==> src/hdl/assert_macros.svh <==
// Assertion helpers shared by the RTL.
`ifndef ASSERT_MACROS_SVH
`define ASSERT_MACROS_SVH

// Same-cycle implication, disabled while reset is asserted.
`define ASSERT_IMPL(label, clk, rstn, ante, cons, msg) \
    label: assert property (@(posedge clk) disable iff (!rstn) (ante) |-> (cons)) \
        else $error(msg);

// Next-cycle implication, disabled while reset is asserted.
`define ASSERT_NEXT(label, clk, rstn, ante, cons, msg) \
    label: assert property (@(posedge clk) disable iff (!rstn) (ante) |=> (cons)) \
        else $error(msg);

`endif

==> src/hdl/ltcl_pkg.sv <==
`timescale 1ns / 1ps

package ltcl_pkg;

    localparam int KEY_W   = 64;
    localparam int STAMP_W = 32;
    localparam int SLOT_W  = 3;
    localparam int OUT_W   = 104;

    localparam logic [STAMP_W-1:0] STAMP_MAX = '1;

    // One stored line: key as first presented, and its last access stamp
    typedef struct packed {
        logic [KEY_W-1:0]   key;
        logic [STAMP_W-1:0] stamp;
    } entry_t;

    // Controller states
    typedef enum logic [2:0] {
        ST_IDLE   = 3'b001,
        ST_SCAN   = 3'b010,
        ST_FINISH = 3'b100
    } state_t;

    // Fold ASCII upper case letters to lower case, byte by byte
    function automatic logic [KEY_W-1:0] fold_case(input logic [KEY_W-1:0] k);
        logic [KEY_W-1:0] r;
        logic [7:0]       b;
        r = '0;
        for (int i = 0; i < KEY_W / 8; i++) begin
            b = k[8*i +: 8];
            if (b >= 8'h41 && b <= 8'h5A) begin
                b = b + 8'h20;
            end
            r[8*i +: 8] = b;
        end
        return r;
    endfunction

endpackage

==> src/hdl/ltcl_ram.sv <==
`timescale 1ns / 1ps

module ltcl_ram #(
    parameter int DEPTH = 5,
    parameter int AW    = 3
) (
    input  logic                aclk,
    input  logic                wr_en,
    input  logic [AW-1:0]       wr_addr,
    input  ltcl_pkg::entry_t    wr_data,
    input  logic                rd_en,
    input  logic [AW-1:0]       rd_addr,
    output ltcl_pkg::entry_t    rd_data
);
    import ltcl_pkg::*;

    entry_t mem [DEPTH];
    entry_t rd_data_reg;

    // Single write port
    always_ff @(posedge aclk) begin
        if (wr_en) begin
            mem[wr_addr] <= wr_data;
        end
    end

    // Registered read: data appears in the cycle after rd_en
    always_ff @(posedge aclk) begin
        if (rd_en) begin
            rd_data_reg <= mem[rd_addr];
        end
    end

    assign rd_data = rd_data_reg;

endmodule

==> src/hdl/lru_tag_cache_lookup_core.sv <==
`timescale 1ns / 1ps
// Fully associative key cache, least-recently-used replacement by stamps.
// Input channel s_axis: one 64-bit key per item, compared with ASCII case
// folded. Result channel m_axis: one item per key with hit, slot, the
// access stamp written, and the evicted key when a full cache replaced one.
// Each key is handled alone: the next key is taken only after the previous
// one has been written back and its result loaded into the output register;
// the stored lines are read one per cycle from a synchronous RAM, followed
// by a write-back.
// The result sits in an output register; a new key is accepted while it waits.
// If the receiver stalls, the block finishes the next lookup and then holds in
// write-back until the output register frees.
// Reset (aresetn low, synchronous) empties the cache and clears the access
// counter; RAM contents are not cleared, as only filled slots are ever read.
// The access counter saturates at all ones.

`include "assert_macros.svh"

module lru_tag_cache_lookup_core #(
    parameter int ENTRIES   = 5,
    parameter int KEY_BYTES = 8
) (
    input  logic         aclk,
    input  logic         aresetn,
    // key[63:0]
    input  logic [63:0]  s_axis_tdata,
    input  logic         s_axis_tvalid,
    output logic         s_axis_tready,
    // hit[0], slot[3:1], stamp[35:4], evicted[36], evicted_key[100:37], pad
    output logic [103:0] m_axis_tdata,
    output logic         m_axis_tvalid,
    input  logic         m_axis_tready
);
    import ltcl_pkg::*;

    localparam int IDX_W = (ENTRIES > 1) ? $clog2(ENTRIES) : 1;
    localparam int CNT_W = $clog2(ENTRIES + 1);
    localparam logic [KEY_W-1:0] KEY_MASK =
        (KEY_BYTES >= 8) ? '1 : ((64'd1 << (8 * KEY_BYTES)) - 64'd1);
    localparam logic [CNT_W-1:0] FULL_CNT = CNT_W'(ENTRIES);

    state_t             state_reg, state_next;
    logic [CNT_W-1:0]   issue_idx_reg, issue_idx_next;
    logic               rvalid_reg, rvalid_next;
    logic [IDX_W-1:0]   ridx_reg, ridx_next;
    logic               hit_found_reg, hit_found_next;
    logic [IDX_W-1:0]   hit_idx_reg, hit_idx_next;
    logic [KEY_W-1:0]   hit_key_reg, hit_key_next;
    logic [STAMP_W-1:0] best_stamp_reg, best_stamp_next;
    logic [IDX_W-1:0]   best_idx_reg, best_idx_next;
    logic [KEY_W-1:0]   best_key_reg, best_key_next;
    logic [KEY_W-1:0]   key_reg, key_next;
    logic [KEY_W-1:0]   fold_reg, fold_next;
    logic [STAMP_W-1:0] counter_reg, counter_next;
    logic [CNT_W-1:0]   filled_reg, filled_next;
    logic               out_valid_reg, out_valid_next;
    logic [OUT_W-1:0]   out_data_reg, out_data_next;

    logic               accept;
    logic               full;
    logic               out_free;
    logic [IDX_W-1:0]   slot_sel;
    logic               mem_we;
    entry_t             mem_wdata;
    logic               mem_re;
    logic [IDX_W-1:0]   mem_raddr;
    entry_t             mem_rdata;
    logic [KEY_W-1:0]   key_in;

    assign s_axis_tready = (state_reg == ST_IDLE);
    assign accept        = s_axis_tvalid && s_axis_tready;
    assign key_in        = s_axis_tdata & KEY_MASK;
    assign full          = (filled_reg == FULL_CNT);
    assign out_free      = !out_valid_reg || m_axis_tready;

    // Line store
    ltcl_ram #(
        .DEPTH (ENTRIES),
        .AW    (IDX_W)
    ) u_ram (
        .aclk    (aclk),
        .wr_en   (mem_we),
        .wr_addr (slot_sel),
        .wr_data (mem_wdata),
        .rd_en   (mem_re),
        .rd_addr (mem_raddr),
        .rd_data (mem_rdata)
    );

    // Read issue: slot 0 on acceptance, then one slot a cycle up to the fill count
    always_comb begin
        mem_re    = 1'b0;
        mem_raddr = '0;
        if (accept) begin
            mem_re = (filled_reg != '0);
        end else if (state_reg == ST_SCAN && issue_idx_reg < filled_reg) begin
            mem_re    = 1'b1;
            mem_raddr = issue_idx_reg[IDX_W-1:0];
        end
    end

    // Slot chosen for write-back: hit, next free, or least recently used
    always_comb begin
        if (hit_found_reg) begin
            slot_sel = hit_idx_reg;
        end else if (!full) begin
            slot_sel = filled_reg[IDX_W-1:0];
        end else begin
            slot_sel = best_idx_reg;
        end
    end

    assign mem_we          = (state_reg == ST_FINISH);
    assign mem_wdata.key   = hit_found_reg ? hit_key_reg : key_reg;
    assign mem_wdata.stamp = counter_reg;

    // Controller and scan datapath
    always_comb begin
        state_next      = state_reg;
        issue_idx_next  = issue_idx_reg;
        rvalid_next     = mem_re;
        ridx_next       = mem_raddr;
        hit_found_next  = hit_found_reg;
        hit_idx_next    = hit_idx_reg;
        hit_key_next    = hit_key_reg;
        best_stamp_next = best_stamp_reg;
        best_idx_next   = best_idx_reg;
        best_key_next   = best_key_reg;
        key_next        = key_reg;
        fold_next       = fold_reg;
        counter_next    = counter_reg;
        filled_next     = filled_reg;
        out_valid_next  = out_valid_reg && !m_axis_tready;
        out_data_next   = out_data_reg;

        unique case (state_reg)
            ST_IDLE: begin
                if (accept) begin
                    key_next       = key_in;
                    fold_next      = fold_case(key_in);
                    hit_found_next = 1'b0;
                    issue_idx_next = CNT_W'(1);
                    if (counter_reg != STAMP_MAX) begin
                        counter_next = counter_reg + STAMP_W'(1);
                    end
                    state_next = (filled_reg == '0) ? ST_FINISH : ST_SCAN;
                end
            end
            ST_SCAN: begin
                if (mem_re) begin
                    issue_idx_next = issue_idx_reg + CNT_W'(1);
                end
                if (rvalid_reg) begin
                    // first matching slot wins
                    if (!hit_found_reg && fold_case(mem_rdata.key) == fold_reg) begin
                        hit_found_next = 1'b1;
                        hit_idx_next   = ridx_reg;
                        hit_key_next   = mem_rdata.key;
                    end
                    // strict compare keeps the lowest slot on equal stamps
                    if (ridx_reg == '0 || mem_rdata.stamp < best_stamp_reg) begin
                        best_stamp_next = mem_rdata.stamp;
                        best_idx_next   = ridx_reg;
                        best_key_next   = mem_rdata.key;
                    end
                    if (issue_idx_reg == filled_reg) begin
                        state_next = ST_FINISH;
                    end
                end
            end
            ST_FINISH: begin
                // write-back repeats harmlessly while the output is blocked
                if (out_free) begin
                    out_valid_next = 1'b1;
                    out_data_next  = {3'b000,
                                      (!hit_found_reg && full) ? best_key_reg : '0,
                                      !hit_found_reg && full,
                                      counter_reg,
                                      SLOT_W'(slot_sel),
                                      hit_found_reg};
                    if (!hit_found_reg && !full) begin
                        filled_next = filled_reg + CNT_W'(1);
                    end
                    state_next = ST_IDLE;
                end
            end
            default: begin
                state_next = ST_IDLE;
            end
        endcase
    end

    // Control registers
    always_ff @(posedge aclk) begin
        if (!aresetn) begin
            state_reg     <= ST_IDLE;
            rvalid_reg    <= 1'b0;
            counter_reg   <= '0;
            filled_reg    <= '0;
            out_valid_reg <= 1'b0;
        end else begin
            state_reg     <= state_next;
            rvalid_reg    <= rvalid_next;
            counter_reg   <= counter_next;
            filled_reg    <= filled_next;
            out_valid_reg <= out_valid_next;
        end
    end

    // Payload registers
    always_ff @(posedge aclk) begin
        issue_idx_reg  <= issue_idx_next;
        ridx_reg       <= ridx_next;
        hit_found_reg  <= hit_found_next;
        hit_idx_reg    <= hit_idx_next;
        hit_key_reg    <= hit_key_next;
        best_stamp_reg <= best_stamp_next;
        best_idx_reg   <= best_idx_next;
        best_key_reg   <= best_key_next;
        key_reg        <= key_next;
        fold_reg       <= fold_next;
        out_data_reg   <= out_data_next;
    end

    assign m_axis_tvalid = out_valid_reg;
    assign m_axis_tdata  = out_data_reg;

    // Checks
    `ASSERT_IMPL(a_fill_bound, aclk, aresetn, 1'b1, filled_reg <= FULL_CNT,
                 "fill count beyond capacity")
    `ASSERT_IMPL(a_evict_miss, aclk, aresetn, out_valid_reg && out_data_reg[36],
                 !out_data_reg[0], "eviction reported on a hit")
    `ASSERT_NEXT(a_stamp_out, aclk, aresetn, state_reg == ST_FINISH && out_free,
                 out_data_reg[35:4] == counter_reg, "result stamp differs from counter")
    `ASSERT_NEXT(a_counter_run, aclk, aresetn, accept, counter_reg != '0,
                 "counter did not advance")

endmodule
==> config.mk <==
export PLATFORM = sky130hd
export DESIGN_NAME = lru_tag_cache_lookup_core
export DESIGN_NICKNAME = d
export VERILOG_FILES = /design/src/hdl/ltcl_pkg.sv /design/src/hdl/ltcl_ram.sv /design/src/hdl/lru_tag_cache_lookup_core.sv
export VERILOG_INCLUDE_DIRS = /design/src /design/src/hdl
export SDC_FILE = /design/constraint.sdc
export NUM_CORES = 1
export LEC_CHECK = 0
export BUFFER_PORTS_ARGS = -buffer_cell sky130_fd_sc_hd__buf_2
export CORE_MARGIN = 2
export CORE_UTILIZATION = 55
export DETAILED_ROUTE_END_ITERATION = 16
export GPL_TIMING_DRIVEN = 0
export PLACE_DENSITY = 0.72
export RECOVER_POWER = 50
export SLEW_MARGIN = 20
export SYNTH_ARGS = -nofsm -noshare
export SYNTH_HDL_FRONTEND = slang
export SYNTH_SLANG_ARGS = --single-unit
==> constraint.sdc <==
create_clock -name aclk -period 13.6 [get_ports aclk]
set_clock_uncertainty 0.1 [all_clocks]
set_input_delay 2.72 -clock aclk [delete_from_list [all_inputs] [get_ports aclk]]
set_output_delay 2.72 -clock aclk [all_outputs]
set_load 0.005 [all_outputs]
Yosys cells after proc, flatten, opt, wreduce, memory -nomap -nowiden
Memory sizes are Yosys's and may differ from the RTL's. A register that Yosys moved wholly into a read port is not among the register bits. Cells that the tools add are included.

Mux-type cells: 56. $add $sub $neg: 19. Magnitude comparators: 34. Eq/ne operators: 13. Reductions and logical operators: 41.

Operators by type and width (number): 2-to-1 mux 8 bit (32); adder 8 x 6 -> 8 bit, second input constant (16); >= comparator 8 x 7 -> 1 bit, second input constant (16); <= comparator 8 x 7 -> 1 bit, second input constant (16); equality test 64 bit (1); 2-to-1 mux 64 bit (1); 2-to-1 mux 3 bit (11); adder 32 x 1 -> 32 bit, second input constant (1); < comparator 32 bit (1); inequality test 32 bit, second input constant (1); logical AND 1 bit (22); AND reduction 3 bit (5); 2-to-1 mux 1 bit (9); one-hot mux 3 bit (3 select lines) (1); AND reduction 4 bit (2); adder 3 x 1 -> 3 bit, second input constant (2); equality test 3 bit, second input constant (2); zero test 3 bit (2); inequality test 2 x 1 -> 1 bit, second input constant (3); inequality test 2 bit, second input constant (3); one-hot mux 3 bit (2 select lines) (1); zero test 1 bit (4); AND reduction 2 bit (2); equality test 3 x 1 -> 1 bit, second input constant (1); other kinds (7) (8).

Bits in registers: 442. Memories kept: 1. Word-level logic and storage cells: 181. RAM bits: 480.

Memories: u_ram.mem (words 5, bits a word 96, rd ports 1, clocked after memory_dff 1, write ports 1, line ltcl_ram.sv:17) `entry_t mem [DEPTH];`.

Logic depth before layout (Yosys ltp)
Gate-level depths: netlist of run 1.

Depth in word-level cells: 10. Mapped depth: 12.

Hierarchy
From an unflattened synthesis of run 1, not the netlist that was laid out.

Cells, all modules: 2306. Area total of the unflattened synthesis: 38797.2 sq um.

By module, submodules not included: ltcl_ram (cells an instance 1128, area an instance 21770.9 sq um, times used 1); lru_tag_cache_lookup_core (cells an instance 1178, area an instance 17026.3 sq um, times used 1).

Worst setup path after synthesis of run 1
Ideal clock, no wire load.

Path type: input port to flip-flop. Start point: input s_axis_tvalid. End point: register u_ram.rd_data[0] (netlist name). Buffers on the path: 0. Cell stages on the path: 4. Setup slack: 3.297 ns. Arrival: 9.626 ns. Required time: 12.923 ns. Cells stage by stage: nand2_1 inv_1 or2_2 a21boi_1.

Word-level cells in the longest chain between the ends: 2.

Ends and longest elaborated chain: start: declaration (line lru_tag_cache_lookup_core.sv:27) `input logic s_axis_tvalid,`; logical AND 1 bit (line lru_tag_cache_lookup_core.sv:71) `assign accept = s_axis_tvalid && s_axis_tready;`; 2-to-1 mux 1 bit (line lru_tag_cache_lookup_core.sv:94) `if (accept) begin`; via mem_re (line lru_tag_cache_lookup_core.sv:65) `logic mem_re;`.

The timed path passes the listed nets, and every way through them passes these cells. A chain may end at the register's enable or synchronous reset.

Final worst setup path of run 1
Start point: register issue_idx_reg[1]. End point: register u_ram.rd_data[50] (netlist name).

Word-level cells in the longest chain between the ends: 4.

Ends and longest elaborated chain: start: declaration (line lru_tag_cache_lookup_core.sv:43) `logic [CNT_W-1:0] issue_idx_reg, issue_idx_next;`; start signal: assignment (line lru_tag_cache_lookup_core.sv:212) `issue_idx_reg <= issue_idx_next;`; < comparator 3 bit (line lru_tag_cache_lookup_core.sv:96) `end else if (state_reg == ST_SCAN && issue_idx_reg < filled_reg) begin`; logical AND 1 bit (line lru_tag_cache_lookup_core.sv:96); 2-to-1 mux 1 bit (line lru_tag_cache_lookup_core.sv:96); 2-to-1 mux 1 bit (line lru_tag_cache_lookup_core.sv:94); via mem_re (line lru_tag_cache_lookup_core.sv:65).

The timed path passes the listed nets, and every way through them passes these cells.

==> flow_summary.toml, run 1 <==
[finish]
drive_gt1_frac = 0.125
finish.net_count = 2864
most-common-layout-cells = "edfxtp_1, nand2_1, clkbuf_1"
area_growth_syn_to_layout_pct = 15.0
layout_commonest_cell = "edfxtp_1"
largest_reg_flops = 480

[critical_path]
crit_path_cell_trace = "ha_1 > nor2b_1 > o21a_1 > nor3_1 > buf_2 > buf_2 > or2_2 > a21boi_4 > buf_16 > buf_16 > buf_16"
worst-endpoint-arrival_ns = 6.21
timing.critical_path.fanout_max = 17
critical_path_required_ns = 13.86
timing_worst_setup_path_type = "reg -> reg"
worstSetupStartpointType = "register"
critical_path.slowest_cell = "nor3_1"
delay_of_the_slowest_critical_path_stage_ns = 1.94
cp_num_buf_inv = 5
path_delay_family = "simple AND/OR/NAND/NOR gates"
critical-path-top-cell-by-count = "buf_16"
worst_setup_path_end_kind = "register"

[global_route]
global_route_wire_length_before_repair_um = 139000
globalRouteTotalUtil = 0.262
number_of_antenna_violations_at_the_first_check_in_global_routing = 7
remaining_global_route_overflow = 0
grt_max_degree = 64
via_count_of_the_first_global_routing_pass = 22554

[clocking]
cts.repair.resized = 0
cts.path.max_buffers = 3
clkLatencyLatePin_ns = 0.66
cts-root-buf = "clkbuf_16"
clk_transition_reported_paths_ns = 0.07
cts_max_level = 3
hold_buf_cts = 0
cts_setup_buffers = 0
cts.sinks = 978
cts_inserted_buffers = 95
cts_tree = "done"

[pwr]
worst_ir_drop_vdd_mv = 0.0936
p_seq_frac = 0.541
clockPowerShare = 0.401
cellInternalPower_mw = 5.08
p_comb_frac = 0.057
p_sw_mw = 1.45
p_leak_nw = 15.5
power-per-cell-area_mw_per_mm2 = 147
power.share.switching = 0.222

[floorplanning]
start_util = 0.558
floorplan.die.height_um = 268
rows = 96
die_area_mm2 = 0.0721
chipWidth_um = 268
boundaryPins = 174
core_region_area_mm2 = 0.0689

[timing]
fmax_mhz = 168
final-hold-violation-count = 0
timing.final.setup_violations = 0
timing.final.crit_period_ns = 5.94
fin_setup_tns_ns = 0
share_of_the_cycle_needed_by_the_critical_path_after_routing = 0.437
rsz_0062_raised_after_global_routing = "false"
report.final.slew_viol_count = 130
max_slew_margin = -0.750
fin_ws_ns = 7.66
timing_worst_slew_pin_value_ns = 2.61

[route]
routed_wl_um = 94000
viasPerCell = 6.07
dr.pass1.iters = 5
ant_nets = 0
wl_per_cell_um = 25.1
drcViolationCount = 0
dr_vias = 22777
dr.first_iter.drc_count = 2880

[synth]
synth-seq-cells = 978
synth_edf_count = 935
synth_sequential_area_ratio = 0.752
dominantRegCellSynth = "edfxtp_1"
syn-instance-count = 2418
synth_area_mm2 = 0.0385
yosys_warnings = 0
distinct_cells_synth = 74
synth.avg_cell_area_um2 = 15.9
synth-async-reset-ratio = 0

[run]
max-cap-violations = 7

[hold_path]
min-delay-path-class = "reg -> reg"

[placement]
place_congestion = 0.895
portBuffers = 169
hpwl_um = 63700
detailedPlace.worstSlack_ns = 7.86

[outcome]
failing_checks = "max-capacitance violations, max-slew violations"
status = "finished, violations left"
[layout make-up]
type,instances,area [um2]
buffer,118,503
clock inverter,48,479
fill,4869,24700
clock buffer,124,2630
multi-input combinational,1260,8790
timing repair buffer,224,1480
inverter,64,250
antenna,3,7.51
sequential,978,28900
tap,931,1160
[cell usage after synthesis (all sizes together), types with 12 or more instances]
| cell | count | area, um2 |
|---|---|---|
| nor2b | 21 | 131 |
| nand2 | 241 | 907 |
| dfxtp | 43 | 861 |
| edfxtp | 935 | 28100 |
| clkbuf | 81 | 304 |
| a21o | 120 | 901 |
| mux2 | 63 | 709 |
| and2 | 96 | 601 |
| and3 | 98 | 613 |
| buf | 37 | 199 |
| nand4 | 27 | 169 |
| xnor2 | 56 | 490 |
| nand3 | 22 | 110 |
| ha | 55 | 688 |
| inv | 64 | 240 |
| o22ai | 12 | 81.3 |
| a21oi | 31 | 159 |
| nor3 | 22 | 126 |
| xor2 | 20 | 175 |
| a211oi | 103 | 783 |
| a311oi | 96 | 841 |
| nor2 | 28 | 105 |
[cells by family (layout without fill, tap and decap cells)]
family          count (synthesis)  count (layout)  share of synthesized area
buf+inv                       182             578                     0.0193
simple gates                  625             625                     0.0859
fa+ha+maj                      55              55                     0.0179
xor+xnor                       76              76                     0.0173
mux                            71              71                     0.0205
other cells                     1               6                  0.0000975
compound gates                430             430                     0.0865
flops                         978             978                      0.752
[worst paths after layout]
path	start	endpoint	slack [ns]	cells past startpoint
setup reg to reg	issue_idx_reg[1]	u_ram.rd_data[50]	7.66	11
setup / recovery	issue_idx_reg[1]	u_ram.rd_data[50]	7.66	11
hold / removal	ridx_reg[1]	best_idx_reg[1]	0.35	0
hold reg to reg	ridx_reg[1]	best_idx_reg[1]	0.35	0
[metal layers]
layer	track usage	vias up	routed length, um
met5	0	-	37
met4	0.109	6	3700
met3	0.0457	216	8650
met2	0.424	1187	45200
met1	0.355	11325	36400
li1	-	10043	-
[power by group through the flow]
| stage | clock network [mW] | registers (mW) | logic [mW] |
|---|---|---|---|
| floorplan | 0 | 3.57 | 0.207 |
| global placement | 0 | 3.62 | 0.336 |
| detailed placement | 0 | 3.59 | 0.384 |
| CTS | 2.64 | 3.53 | 0.387 |
| global route | 2.76 | 3.54 | 0.403 |
| finish | 2.62 | 3.53 | 0.374 |
[per-stage QoR]
step	hold slack (ns)	utilization	std cells	total power [mW]	area (um2)
6_report	0.353	0.642	3750	6.52	44200
5_1_grt	0.371	0.642	3748	6.70	44200
4_1_cts	0.353	0.646	3747	6.56	44600
3_5_place_dp	0.339	0.601	3575	3.98	41500
3_3_place_gp	0.328	0.587	3520	3.95	40500
2_1_floorplan	0.317	-	2420	3.78	38500
Note: power is estimated with default switching activity, not from simulation.
==> run 2, diff against run 1 <==
==> constraint.sdc (replaced) <==
create_clock -name aclk -period 5.8 [get_ports aclk]
set_clock_uncertainty 0.1 [all_clocks]
set_input_delay 1.16 -clock aclk [delete_from_list [all_inputs] [get_ports aclk]]
set_output_delay 1.16 -clock aclk [all_outputs]
set_load 0.005 [all_outputs]
==> flow_summary.toml, run 2 (synthesized netlist as in run 1, its figures left out) <==
[outcome]
status = "finished, violations left"
failing_checks = "max-capacitance violations, max-slew violations"

[route]
viasPerCell = 6.08
dr.pass1.iters = 6
routed_wl_um = 94200
wl_per_cell_um = 25.1
dr_vias = 22796
ant_nets = 0
dr.first_iter.drc_count = 2884
drcViolationCount = 0

[timing]
timing.final.crit_period_ns = 4.82
fin_setup_tns_ns = 0
max_slew_margin = -0.485
timing_worst_slew_pin_value_ns = 2.22
timing.final.setup_violations = 0
share_of_the_cycle_needed_by_the_critical_path_after_routing = 0.831
report.final.slew_viol_count = 165
fmax_mhz = 207
finalHoldWorstSlack_ns = 0.346
fin_ws_ns = 0.978
rsz_0062_raised_after_global_routing = "false"
final-hold-violation-count = 0

[global_route]
global_route_wire_length_before_repair_um = 139000
via_count_of_the_first_global_routing_pass = 22459
globalRouteTotalUtil = 0.262
remaining_global_route_overflow = 0
grt_max_degree = 64
number_of_antenna_violations_at_the_first_check_in_global_routing = 7

[critical_path]
timing.rr.start = "state_reg[0]"
timing_worst_setup_path_type = "in -> reg"
worst_r2r_path_depth = 5
worst-endpoint-arrival_ns = 4.75
critical_path_required_ns = 5.73
worstSetupStartpointType = "input port"
setup.reg_to_reg.worst_slack_ns = 1.04
reg2reg_to = "key_reg[32]"
timing.critical_path.fanout_max = 63
worst_setup_path_end_kind = "register"

[floorplanning]
boundaryPins = 174
start_util = 0.558
rows = 96
core_region_area_mm2 = 0.0689
chipWidth_um = 268
die_area_mm2 = 0.0721
floorplan.die.height_um = 268

[placement]
detailedPlace.worstSlack_ns = 1.34
portBuffers = 169
place_congestion = 0.873
place.detailed.instances = 3567
hpwl_um = 64000
post_dp_cell_area_mm2 = 0.0416

[finish]
largest_reg_flops = 480
drive_gt1_frac = 0.116
layout.filler_cells = 4868
most-common-layout-cells = "edfxtp_1, nand2_1, clkbuf_1"
finalCoreUtilization = 0.646
design_area_mm2 = 0.0445
area_growth_syn_to_layout_pct = 15.8
layout_commonest_cell = "edfxtp_1"
layout.cells.non_filler = 3748
finish.net_count = 2857

[pwr]
p_total_mw = 15.5
p_comb_frac = 0.057
clockPowerShare = 0.408
power-per-cell-area_mw_per_mm2 = 348
power.share.switching = 0.217
worst_ir_drop_vdd_mv = 0.259
p_leak_nw = 15.4
cellInternalPower_mw = 12.1
p_seq_frac = 0.535
p_sw_mw = 3.36

[clocking]
cts.sinks = 978
clkLatencyLatePin_ns = 0.66
clk_transition_reported_paths_ns = 0.06
cts_setup_buffers = 0
cts_inserted_buffers = 96
cts_tree = "done"
hold_buf_cts = 0
cts_max_level = 3
cts-root-buf = "clkbuf_16"
cts.repair.resized = 0
cts.path.max_buffers = 3

[hold_path]
hold_path_startpoint = "u_ram.rd_data[0]"
min-delay-path-class = "reg -> reg"
hold_path_depth = 0
whs_endpoint = "best_stamp_reg[0]"

[run]
max-cap-violations = 4
==> run 2: cell types whose count changed in the layout (fill, tap and decap cells not counted), sizes merged <==
cell      before  now
buf          183  119
clkinv        38   37
clkinvlp       1    5
inv           66   63
clkbuf       283  343
bufinv         7    9
==> run 2: worst max path at each step <==
stage | slack (ns) | from | depth (start not counted) | endpoint
floorplan | -0.14 | filled_reg[0] | 6 | u_ram.mem[1][0]
global placement | -3.90 | hit_found_reg | 4 | u_ram.mem[4][74]
detailed placement | 1.34 | issue_idx_reg[1] | 11 | u_ram.rd_data[73]
CTS | 1.29 | issue_idx_reg[1] | 11 | u_ram.rd_data[67]
global route | 0.70 | m_axis_tready | 5 | m_axis_tdata[79]
finish | 0.98 | m_axis_tready | 5 | m_axis_tdata[79]
==> run 2: routing by layer <==
| metal | global-route usage | share of wire | routed length [um] | up-vias |
|---|---|---|---|---|
| li1 | - | - | - | 10021 |
| met1 | 0.354 | 0.39 | 36800 | 11390 |
| met2 | 0.435 | 0.49 | 46300 | 1188 |
| met3 | 0.0438 | 0.085 | 8040 | 191 |
| met4 | 0.0913 | 0.032 | 3010 | 6 |
| met5 | 0 | 0.00048 | 45 | - |
==> run 2: power groups by stage <==
stage | sequential [mW] | clock (mW) | combinational (mW)
detailed placement | 8.42 | 0 | 0.917
CTS | 8.28 | 6.38 | 0.925
floorplan | 8.35 | 0 | 0.489
finish | 8.29 | 6.32 | 0.889
global placement | 8.45 | 0 | 0.791
global route | 8.31 | 6.64 | 0.951
==> run 2: area by class of cell <==
| cell class | count | area, um2 | share of cell area |
|---|---|---|---|
| antenna | 3 | 7.51 | 0.000169 |
| buffer | 118 | 502 | 0.0113 |
| clock buffer | 128 | 2750 | 0.0618 |
| clock inverter | 50 | 494 | 0.0111 |
| inverter | 64 | 243 | 0.00545 |
| multi-input combinational | 1260 | 8810 | 0.198 |
| sequential | 978 | 28900 | 0.650 |
| tap | 931 | 1160 | 0.0262 |
| timing repair buffer | 216 | 1620 | 0.0363 |
==> run 2: critical path, stage by stage <==
cell        delay (ns)
buf_2             0.10
nand2b_1          0.25
nand2_1           0.14
clkinvlp_2        1.66
clkbuf_2          1.36
